### src/design/pvei_pkg.sv
// Shared types and codes for the path verb edge iterator.
`default_nettype none
package pvei_pkg;

   // Path verb codes; codes above end of path are ignored.
   typedef enum logic [2:0] {
      ACT_MOVE  = 3'd0,
      ACT_LINE  = 3'd1,
      ACT_QUAD  = 3'd2,
      ACT_CUBIC = 3'd3,
      ACT_CLOSE = 3'd4,
      ACT_END   = 3'd5
   } action_type;

   // Emitted edge kinds.
   typedef enum logic [1:0] {
      EDGE_LINE  = 2'd0,
      EDGE_QUAD  = 2'd1,
      EDGE_CUBIC = 2'd2
   } edge_kind_type;

   localparam int unsigned CoordWidth = 32;

   typedef logic [CoordWidth-1:0] coord_type;

   typedef struct packed {
      logic [2:0] action;
      coord_type  pt1_x;
      coord_type  pt1_y;
      coord_type  pt2_x;
      coord_type  pt2_y;
      coord_type  pt3_x;
      coord_type  pt3_y;
   } req_payload_type;

   typedef struct packed {
      logic [1:0] edge_kind;
      coord_type  e0_x;
      coord_type  e0_y;
      coord_type  e1_x;
      coord_type  e1_y;
      coord_type  e2_x;
      coord_type  e2_y;
      coord_type  e3_x;
      coord_type  e3_y;
   } rsp_payload_type;

endpackage
`default_nettype wire

### src/design/pvei_in_stage.sv
// Input register stage that holds one request for the edge generator.
`default_nettype none
module pvei_in_stage (
   input  wire                      clock,
   input  wire                      reset,
   input  wire                      req_valid,
   output logic                     req_ready,
   input  pvei_pkg::req_payload_type req_payload,
   output logic                     stage_valid,
   input  wire                      stage_take,
   output pvei_pkg::req_payload_type stage_payload
);
   import pvei_pkg::*;

   logic            valid_ff, valid_in;
   req_payload_type data_ff, data_in;

   // Accept when empty or when the held request leaves this cycle.
   assign req_ready = !valid_ff || stage_take;

   always_comb begin
      valid_in = valid_ff;
      data_in  = data_ff;
      if (req_ready) begin
         valid_in = req_valid;
         data_in  = req_payload;
      end
   end

   always_ff @(posedge clock) begin
      if (reset) begin
         valid_ff <= 1'b0;
      end else begin
         valid_ff <= valid_in;
      end
   end

   always_ff @(posedge clock) begin
      data_ff <= data_in;
   end

   assign stage_valid   = valid_ff;
   assign stage_payload = data_ff;
endmodule
`default_nettype wire

### src/design/pvei_core.sv
// Path state and edge generation, with the result register.
`default_nettype none
module pvei_core (
   input  wire                       clock,
   input  wire                       reset,
   input  wire                       stage_valid,
   output logic                      stage_take,
   input  pvei_pkg::req_payload_type stage_payload,
   output logic                      rsp_valid,
   input  wire                       rsp_ready,
   output pvei_pkg::rsp_payload_type rsp_payload
);
   import pvei_pkg::*;

   coord_type       start_x_ff, start_y_ff, prev_x_ff, prev_y_ff;
   coord_type       start_x_in, start_y_in, prev_x_in, prev_y_in;
   logic            close_pending_ff, close_pending_in;
   logic            have_point_ff, have_point_in;
   logic            rsp_valid_ff, rsp_valid_in;
   rsp_payload_type rsp_data_ff, rsp_data_in;
   logic            emit;
   logic            close_due;
   rsp_payload_type edge_data;

   // Take the request whenever the result slot is free or draining.
   assign stage_take = stage_valid && (!rsp_valid_ff || rsp_ready);
   assign close_due  = close_pending_ff && have_point_ff;

   // Decode the verb into an edge and the next path state.
   always_comb begin
      start_x_in       = start_x_ff;
      start_y_in       = start_y_ff;
      prev_x_in        = prev_x_ff;
      prev_y_in        = prev_y_ff;
      close_pending_in = close_pending_ff;
      have_point_in    = have_point_ff;
      emit             = 1'b0;
      edge_data        = '0;
      edge_data.e0_x   = prev_x_ff;
      edge_data.e0_y   = prev_y_ff;
      edge_data.edge_kind = EDGE_LINE;
      edge_data.e1_x   = start_x_ff;
      edge_data.e1_y   = start_y_ff;
      unique case (stage_payload.action)
         ACT_MOVE: begin
            emit             = close_due;
            start_x_in       = stage_payload.pt1_x;
            start_y_in       = stage_payload.pt1_y;
            prev_x_in        = stage_payload.pt1_x;
            prev_y_in        = stage_payload.pt1_y;
            have_point_in    = 1'b1;
            close_pending_in = 1'b0;
         end
         ACT_LINE: begin
            emit           = have_point_ff;
            edge_data.e1_x = stage_payload.pt1_x;
            edge_data.e1_y = stage_payload.pt1_y;
            if (have_point_ff) begin
               prev_x_in        = stage_payload.pt1_x;
               prev_y_in        = stage_payload.pt1_y;
               close_pending_in = 1'b1;
            end
         end
         ACT_QUAD: begin
            emit                = have_point_ff;
            edge_data.edge_kind = EDGE_QUAD;
            edge_data.e1_x      = stage_payload.pt1_x;
            edge_data.e1_y      = stage_payload.pt1_y;
            edge_data.e2_x      = stage_payload.pt2_x;
            edge_data.e2_y      = stage_payload.pt2_y;
            if (have_point_ff) begin
               prev_x_in        = stage_payload.pt2_x;
               prev_y_in        = stage_payload.pt2_y;
               close_pending_in = 1'b1;
            end
         end
         ACT_CUBIC: begin
            emit                = have_point_ff;
            edge_data.edge_kind = EDGE_CUBIC;
            edge_data.e1_x      = stage_payload.pt1_x;
            edge_data.e1_y      = stage_payload.pt1_y;
            edge_data.e2_x      = stage_payload.pt2_x;
            edge_data.e2_y      = stage_payload.pt2_y;
            edge_data.e3_x      = stage_payload.pt3_x;
            edge_data.e3_y      = stage_payload.pt3_y;
            if (have_point_ff) begin
               prev_x_in        = stage_payload.pt3_x;
               prev_y_in        = stage_payload.pt3_y;
               close_pending_in = 1'b1;
            end
         end
         ACT_CLOSE: begin
            emit             = close_due;
            close_pending_in = 1'b0;
         end
         ACT_END: begin
            emit             = close_due;
            start_x_in       = '0;
            start_y_in       = '0;
            prev_x_in        = '0;
            prev_y_in        = '0;
            close_pending_in = 1'b0;
            have_point_in    = 1'b0;
         end
         default: begin
            // Drop unused codes without touching state.
            emit = 1'b0;
         end
      endcase
   end

   // Load the result register on a taken request; drain on handshake.
   always_comb begin
      rsp_valid_in = rsp_valid_ff && !rsp_ready;
      rsp_data_in  = rsp_data_ff;
      if (stage_take) begin
         rsp_valid_in = emit;
         rsp_data_in  = edge_data;
      end
   end

   always_ff @(posedge clock) begin
      if (reset) begin
         start_x_ff       <= '0;
         start_y_ff       <= '0;
         prev_x_ff        <= '0;
         prev_y_ff        <= '0;
         close_pending_ff <= 1'b0;
         have_point_ff    <= 1'b0;
         rsp_valid_ff     <= 1'b0;
      end else begin
         if (stage_take) begin
            start_x_ff       <= start_x_in;
            start_y_ff       <= start_y_in;
            prev_x_ff        <= prev_x_in;
            prev_y_ff        <= prev_y_in;
            close_pending_ff <= close_pending_in;
            have_point_ff    <= have_point_in;
         end
         rsp_valid_ff <= rsp_valid_in;
      end
   end

   always_ff @(posedge clock) begin
      rsp_data_ff <= rsp_data_in;
   end

   assign rsp_valid   = rsp_valid_ff;
   assign rsp_payload = rsp_data_ff;
endmodule
`default_nettype wire

### src/design/path_verb_edge_iterator.sv
// Path verb edge iterator top level: input stage, edge generator, assertions.
//
// Turns a stream of path verbs (move, line, quad, cubic, close, end of path) into
// line, quadratic and cubic edges, at most one edge per verb, each starting at the
// last point; move, close and end of path emit the closing line when one is due.
// The block takes one request per clock cycle unless the result side stalls: a
// request is held in an input register, decoded by plain multiplexing against
// the subpath start and last point, and its edge is loaded into the result
// register as the request leaves the input register. A move or end of path with no
// closing line due still updates the path state; a drawing verb before any point
// and the unused codes are dropped without touching it. A stall on the result side
// holds the input register, so up to two requests are in flight.
`default_nettype none
module path_verb_edge_iterator (
   input  wire                       clock,
   input  wire                       reset,
   input  wire                       req_valid,
   output logic                      req_ready,
   input  pvei_pkg::req_payload_type req_payload,
   output logic                      rsp_valid,
   input  wire                       rsp_ready,
   output pvei_pkg::rsp_payload_type rsp_payload
);
   import pvei_pkg::*;

   logic            stage_valid;
   logic            stage_take;
   req_payload_type stage_payload;

   pvei_in_stage u_in_stage (
      .clock         (clock),
      .reset         (reset),
      .req_valid     (req_valid),
      .req_ready     (req_ready),
      .req_payload   (req_payload),
      .stage_valid   (stage_valid),
      .stage_take    (stage_take),
      .stage_payload (stage_payload)
   );

   pvei_core u_core (
      .clock         (clock),
      .reset         (reset),
      .stage_valid   (stage_valid),
      .stage_take    (stage_take),
      .stage_payload (stage_payload),
      .rsp_valid     (rsp_valid),
      .rsp_ready     (rsp_ready),
      .rsp_payload   (rsp_payload)
   );

   // An empty input stage always takes a new request.
   a_empty_ready: assert property (@(posedge clock) disable iff (reset)
      !stage_valid |-> req_ready)
      else $error("input stage empty but not ready");

   // A line edge carries no third or fourth point.
   a_line_zero: assert property (@(posedge clock) disable iff (reset)
      (rsp_valid && rsp_payload.edge_kind == EDGE_LINE) |->
      (rsp_payload.e2_x == '0 && rsp_payload.e2_y == '0 &&
       rsp_payload.e3_x == '0 && rsp_payload.e3_y == '0))
      else $error("line edge with nonzero upper points");

   // A quadratic edge carries no fourth point.
   a_quad_zero: assert property (@(posedge clock) disable iff (reset)
      (rsp_valid && rsp_payload.edge_kind == EDGE_QUAD) |->
      (rsp_payload.e3_x == '0 && rsp_payload.e3_y == '0))
      else $error("quadratic edge with nonzero fourth point");

   // A result appears only after a request left the input stage.
   a_rsp_source: assert property (@(posedge clock) disable iff (reset)
      $rose(rsp_valid) |-> $past(stage_take))
      else $error("result without a taken request");
endmodule
`default_nettype wire

### config.mk
export PLATFORM = sky130hd
export DESIGN_NAME = path_verb_edge_iterator
export DESIGN_NICKNAME = d
export VERILOG_FILES = /design/src/design/pvei_pkg.sv /design/src/design/pvei_in_stage.sv /design/src/design/pvei_core.sv /design/src/design/path_verb_edge_iterator.sv
export SDC_FILE = /design/constraint.sdc
export NUM_CORES = 1
export LEC_CHECK = 0
export ABC_AREA = 1
export BUFFER_PORTS_ARGS = -buffer_cell sky130_fd_sc_hd__buf_4
export CORE_MARGIN = 8
export CORE_UTILIZATION = 44
export DETAILED_ROUTE_END_ITERATION = 10
export GPL_TIMING_DRIVEN = 1
export MAX_ROUTING_LAYER = met4
export PLACE_DENSITY = 0.66
export SLEW_MARGIN = 25
export SYNTH_ARGS = -nofsm -noshare
export SYNTH_HDL_FRONTEND = slang
export SYNTH_SLANG_ARGS = --single-unit
### constraint.sdc
create_clock -name clock -period 21.2 [get_ports clock]
set_input_delay 5.3 -clock clock [delete_from_list [all_inputs] [get_ports clock]]
set_output_delay 5.3 -clock clock [all_outputs]
set_load 0.02 [all_outputs]
==> flow_summary_export.csv, run 1 <==
group,metric,value,unit
synthesis,yosysSeqAreaShare,0.756,
setup_path,reg2reg_setup_slack,17360,ps
drt,ant_nets,0,
worst_hold_path,hold_class,"register to register",
floorplan,start_util,0.443,
grt,grt_pass1_vias,14900,
sta,fin_tns_setup,0,ps
place,dp_hpwl,38.7,mm
drt,vias,14700,
sta,holdWs,422,ps
drt,wire_per_inst,20.7,microns
sta,layout_setup_ws,9930,ps
clock_tree,ctsHoldBuffers,0,
power_and_ir_drop,irDropWorstVdd,0.0736,mV
setup_path,crit_path_frequent_cell,"buf_4",
setup_path,crit_chain,"buf_4 > inv_1 > nand3_4 > buf_4",
sta,post-route-period-util,0.532,
setup_path,criticalPathCategory,"input port to primary output",
grt,grt.total_usage,0.215,
synthesis,synth_cells,1809,
sta,fin_crit,11270,ps
cells_and_area,areaGrowthSynthToFinish,27.1,%
grt,antenna_found_initial,3,
clock_tree,htreeDepth,2,
clock_tree,cts_root_buffer,"clkbuf_16",
cells_and_area,seq_area,16200,sq um
sta,skew,14.5,ps
cells_and_area,layout_commonest_cell,"nand2_1",
sta,final-hold-violation-count,0,
power_and_ir_drop,power_density,90.4,nW/um^2
floorplan,die_w,237,microns
clock_tree,clkSinkCount,585,
power_and_ir_drop,power_leakage,12.3,nW
drt,route.detailed.drc,0,
sta,tightest_slew,1020,ps
setup_path,start_kind,"input port",
setup_path,end_kind,"primary output",
synthesis,ys_ff_latch,585,
grt,grt_max_degree,147,
sta,relSlewSlack,0.317,
setup_path,critPathRequiredTime,15900,ps
setup_path,cp_max_fo,16,
sta,slew_viol_final,0,
outcome,status,"finished, final reports clean",
synthesis,syn-num-nets,2008,
cells_and_area,nFillCells,3943,
synthesis,yosysTopAreaCellShare,0.633,
synthesis,synth.largest_area_cell,"edfxtp_1",
clock_tree,cts_setup_buffers,0,
clock_tree,numCtsBuffers,58,
cells_and_area,utilization,0.563,
cells_and_area,multiInputGateArea,4270,sq um
clock_tree,clk_pin_slew_worst_paths,60,ps
synthesis,post_synth_main_area_contributors,"edfxtp_1 (63%), dfxtp_1 (12%), nand2_1 (9.1%)",
drt,drt_iter0_drc,1256,
setup_path,rr_worst_depth,9,
floorplan,die-area,56200,sq um
clock_tree,clock_path_buffers,3,
clock_tree,cts_resized,0,
setup_path,r2r-start,"u_in_stage.stage_payload[193]",
clock_tree,clock_latency,600,ps
floorplan,core_area,48500,sq um
worst_hold_path,holdPathStages,0,
synthesis,synth_cell_type_count,19,
grt,grt_overflow_total,0,
setup_path,crit_arrival,5970,ps
synthesis,syn_avg_cell_area,11.9,sq um
cells_and_area,final_cell_mix,"nand2_1 (522), buf_4 (474), edfxtp_1 (453)",
setup_path,slowest_delay,240,ps
synthesis,yosys_warnings,0,
place,routabilityCongestion,0.821,
sta,rsz0062_at_grt,"false",
setup_path,r2r_end,"u_core.prev_y_ff[19]",
floorplan,rows,81,
grt,grt_pass1_wl,90.8,mm
drt,via_per_inst,5.03,
sta,final-setup-viol-count,0,
run,cap_violations,0,
clock_tree,cts_tree,"yes",
drt,routed_wl,60.6,mm
place,io_buffer_count,458,
drt,firstDrtPassIters,5,
worst_hold_path,min_to,"u_core.rsp_payload[212]",
place,place_ws,9910,ps
floorplan,ios,459,
worst_hold_path,min_from,"u_core.prev_y_ff[20]",
sta,fmax,88.7,MHz
setup_path,cp_slowest_cell,"buf_4",
cells_and_area,fin_nets,2448,
floorplan,die_y,237,microns
cells_and_area,final_layout_size_suffix_gt1_frac,0.251,
synthesis,synthesis.area,21500,sq um
==> final cells by class <==
cell class                      instances  area share
Sequential cell                       585       0.595
Multi-Input combinational cell        989       0.157
Timing Repair Buffer                  475       0.131
Clock buffer                           81      0.0605
Tap cell                              622      0.0285
Inverter                              140      0.0198
Clock inverter                         28     0.00857
Antenna cell                            3    0.000275
==> power by group <==
group          switching (mW)  internal [mW]
Clock                   0.437          0.581
Combinational          0.0932         0.0592
Sequential             0.0203           1.28
Total                   0.551           1.92
==> logic make-up after synthesis <==
kind of cell / Yosys count / synth area share
buffers and inverters: 235 / 0.0481
AO/OA/AOI/OAI: 74 / 0.0172
flip-flops: 585 / 0.756
AND/OR/NAND/NOR: 915 / 0.179
==> Yosys cell counts <==
cell type  count
clkbuf_1      34
o21ai_0        4
edfxtp_1     453
buf_6         12
nand2_2        1
buf_1          6
nand4_1        1
inv_1        136
inv_2          4
nand3_2        1
a21oi_1       69
buf_2         40
nand3_1      127
nand3b_1      64
buf_4          3
dfxtp_1      132
nor2_1       198
nand2_1      523
o21ai_1        1
==> worst max-delay path by stage <==
stage / endpoint / startpoint / slack, ps / cells past startpoint
after floorplan: req_ready / rsp_ready / 5980 / 2
after global placement: req_ready / rsp_ready / 9930 / 4
after detailed placement: req_ready / rsp_ready / 9910 / 4
after CTS: req_ready / rsp_ready / 9910 / 4
after global routing: req_ready / rsp_ready / 9870 / 4
final: req_ready / rsp_ready / 9930 / 4
==> layer usage <==
layer | up-vias | global-route usage | share of wire
li1 | 6889 | - | -
met1 | 7146 | 0.266 | 0.41
met2 | 586 | 0.345 | 0.48
met3 | 93 | 0.0614 | 0.087
met4 | 0 | 0.0564 | 0.020
met5 | - | - | 0
==> registers in the layout, summed over array words and instances (netlist names), 32 cells and up <==
register and flops:
u_core.start_x_ff 32, u_core.start_y_ff 32, u_core.prev_x_ff 32, u_in_stage.stage_payload 195, u_core.rsp_payload 258, u_core.prev_y_ff 32
==> critical path, delay by kind of cell <==
| family | cells | cell delay, ps |
|---|---|---|
| buf+inv | 3 | 460 |
| simple gates | 1 | 210 |
==> stage by stage <==
step | power [mW] | std cells | area, sq um
2_1_floorplan | 1.40 | 1809 | 21500
3_3_place_gp | 1.47 | 2810 | 25400
3_5_place_dp | 1.48 | 2811 | 25400
4_1_cts | 2.49 | 2920 | 27300
5_1_grt | 2.55 | 2923 | 27300
6_report | 2.47 | 2923 | 27300
(Power assumes the default switching activity.)
==> run 2: changes to the inputs <==
==> constraint.sdc (replaced) <==
create_clock -name clock -period 11.65 [get_ports clock]
set_input_delay 2.9125 -clock clock [delete_from_list [all_inputs] [get_ports clock]]
set_output_delay 2.9125 -clock clock [all_outputs]
set_load 0.02 [all_outputs]
==> run 2 against run 1 <==
  * Setup slack got worse by 5400 ps
  * Total power is 84% higher
  * Die area is the same
  * First-iteration DRC count grew 7.2%
  * Final cell count is 0.17% higher
  * Flip-flop and latch count is the same
  * Clock skew fell by 5.3 ps
  * Utilization rose by 0.20 points
  * Sequential share of layout area shrank 0.21 points
  * Non-clock buffer count stayed put
==> flow_summary_export.csv, run 2 (synthesized netlist as in run 1, its figures left out) <==
group,metric,value,unit
outcome,status,"finished, final reports clean",
setup_path,reg2reg_setup_slack,8420,ps
cells_and_area,areaGrowthSynthToFinish,27.5,%
sta,fin_crit,7140,ps
setup_path,crit_chain,"buf_4 > inv_1 > nand3_4 > buf_4",
sta,post-route-period-util,0.612,
worst_hold_path,hold_class,"register to register",
drt,drt_iter0_drc,1346,
grt,busiest_layer,"met2",
drt,route.detailed.drc,0,
drt,wire_per_inst,20.9,microns
sta,slew_viol_final,0,
floorplan,core_area,48500,sq um
drt,vias,14900,
floorplan,die_y,237,microns
drt,firstDrtPassIters,5,
power_and_ir_drop,power_leakage,12.4,nW
grt,grt_max_degree,99,
drt,via_per_inst,5.09,
place,place_inst,2810,
run,cap_violations,0,
drt,ant_nets,0,
cells_and_area,final_cell_mix,"nand2_1 (522), buf_4 (472), edfxtp_1 (453)",
clock_tree,clkSinkCount,585,
sta,final-hold-violation-count,0,
clock_tree,cts_setup_buffers,0,
clock_tree,clk_pin_slew_worst_paths,60,ps
place,routabilityCongestion,0.829,
power_and_ir_drop,power_density,166,nW/um^2
floorplan,ios,459,
grt,grtUsageMet3,0.0566,
setup_path,cp_slowest_cell,"nand3_4",
floorplan,die-area,56200,sq um
worst_hold_path,min_to,"u_core.rsp_payload[208]",
grt,use_met2,0.350,
sta,fin_tns_setup,0,ps
sta,rsz0062_at_grt,"false",
setup_path,critPathRequiredTime,8740,ps
place,dp_hpwl,38.2,mm
power_and_ir_drop,irDropWorstVdd,0.126,mV
cells_and_area,nFillCells,3935,
drt,routed_wl,61.2,mm
place,io_buffer_count,458,
cells_and_area,seq_area,16200,sq um
cells_and_area,layout_commonest_cell,"nand2_1",
sta,holdWs,421,ps
setup_path,r2r_end,"u_core.rsp_payload[104]",
floorplan,rows,81,
clock_tree,cts_resized,0,
cells_and_area,fin_nets,2449,
grt,grt_pass1_vias,15100,
clock_tree,clock_path_buffers,3,
worst_hold_path,min_from,"u_core.prev_y_ff[16]",
grt,use_met1,0.263,
setup_path,r2r-start,"u_core.rsp_valid",
clock_tree,numCtsBuffers,59,
grt,grt_overflow_total,0,
sta,final-setup-viol-count,0,
setup_path,start_kind,"input port",
cells_and_area,multiInputGateArea,4270,sq um
sta,fmax,140,MHz
cells_and_area,stdcell_count,2928,
setup_path,rr_worst_depth,5,
clock_tree,cts_root_buffer,"clkbuf_16",
clock_tree,clock_latency,600,ps
setup_path,slowest_delay,630,ps
setup_path,end_kind,"primary output",
grt,grt_pass1_wl,90.6,mm
grt,antenna_found_initial,7,
setup_path,cp_max_fo,45,
grt,grt.total_usage,0.215,
clock_tree,cts_tree,"yes",
setup_path,crit_path_frequent_cell,"buf_4",
setup_path,crit_arrival,4220,ps
clock_tree,htreeDepth,2,
floorplan,die_w,237,microns
cells_and_area,largest_reg_flops,258,
floorplan,start_util,0.443,
worst_hold_path,holdPathStages,0,
setup_path,criticalPathCategory,"input port to primary output",
cells_and_area,final_layout_size_suffix_gt1_frac,0.252,
sta,relSlewSlack,0.330,
sta,skew,9.20,ps
sta,tightest_slew,1000,ps
clock_tree,ctsHoldBuffers,0,
[run 2: layer usage]
| metal | vias to the layer above | share of wire |
|---|---|---|
| met5 | - | 0 |
| met4 | 0 | 0.022 |
| met3 | 104 | 0.087 |
| met2 | 650 | 0.49 |
| met1 | 7248 | 0.40 |
| li1 | 6890 | - |
[run 2: final cells by class]
| class | instances | share of cell area |
|---|---|---|
| sequential | 585 | 0.593 |
| timing repair buffer | 475 | 0.131 |
| multi-input combinational | 989 | 0.156 |
| inverter | 140 | 0.0197 |
| tap | 622 | 0.0284 |
| antenna | 6 | 0.000548 |
| clock buffer | 88 | 0.0645 |
| clock inverter | 23 | 0.00726 |
[run 2: worst max-delay path by stage]
stage               from   endpoint  cells after the start
2_1_floorplan  rsp_ready  req_ready                      2
3_3_place_gp   rsp_ready  req_ready                      4
3_5_place_dp   rsp_ready  req_ready                      4
4_1_cts        rsp_ready  req_ready                      4
5_1_grt        rsp_ready  req_ready                      4
6_report       rsp_ready  req_ready                      4
[run 2: critical path, delay by kind of cell]
family	cells	cell delay [ps]
buffers and inverters	3	680
AND/OR/NAND/NOR	1	630
[run 2: per-stage QoR]
step / total power [mW] / instance area [sq um] / utilization / worst slack (ps)
3_3_place_gp: 2.68 / 25400 / 0.523 / 4530
5_1_grt: 4.69 / 27400 / 0.565 / 4450
3_5_place_dp: 2.69 / 25400 / 0.523 / 4470
2_1_floorplan: 2.54 / 21500 / - / 1210
4_1_cts: 4.58 / 27400 / 0.564 / 4470
6_report: 4.55 / 27400 / 0.565 / 4510
[run 2: where the power goes]
group / switching [mW] / internal (mW) / total (mW)
combinational: 0.171 / 0.108 / 0.279
sequential: 0.0371 / 2.33 / 2.36
clock: 0.791 / 1.11 / 1.90
total: 0.999 / 3.55 / 4.55
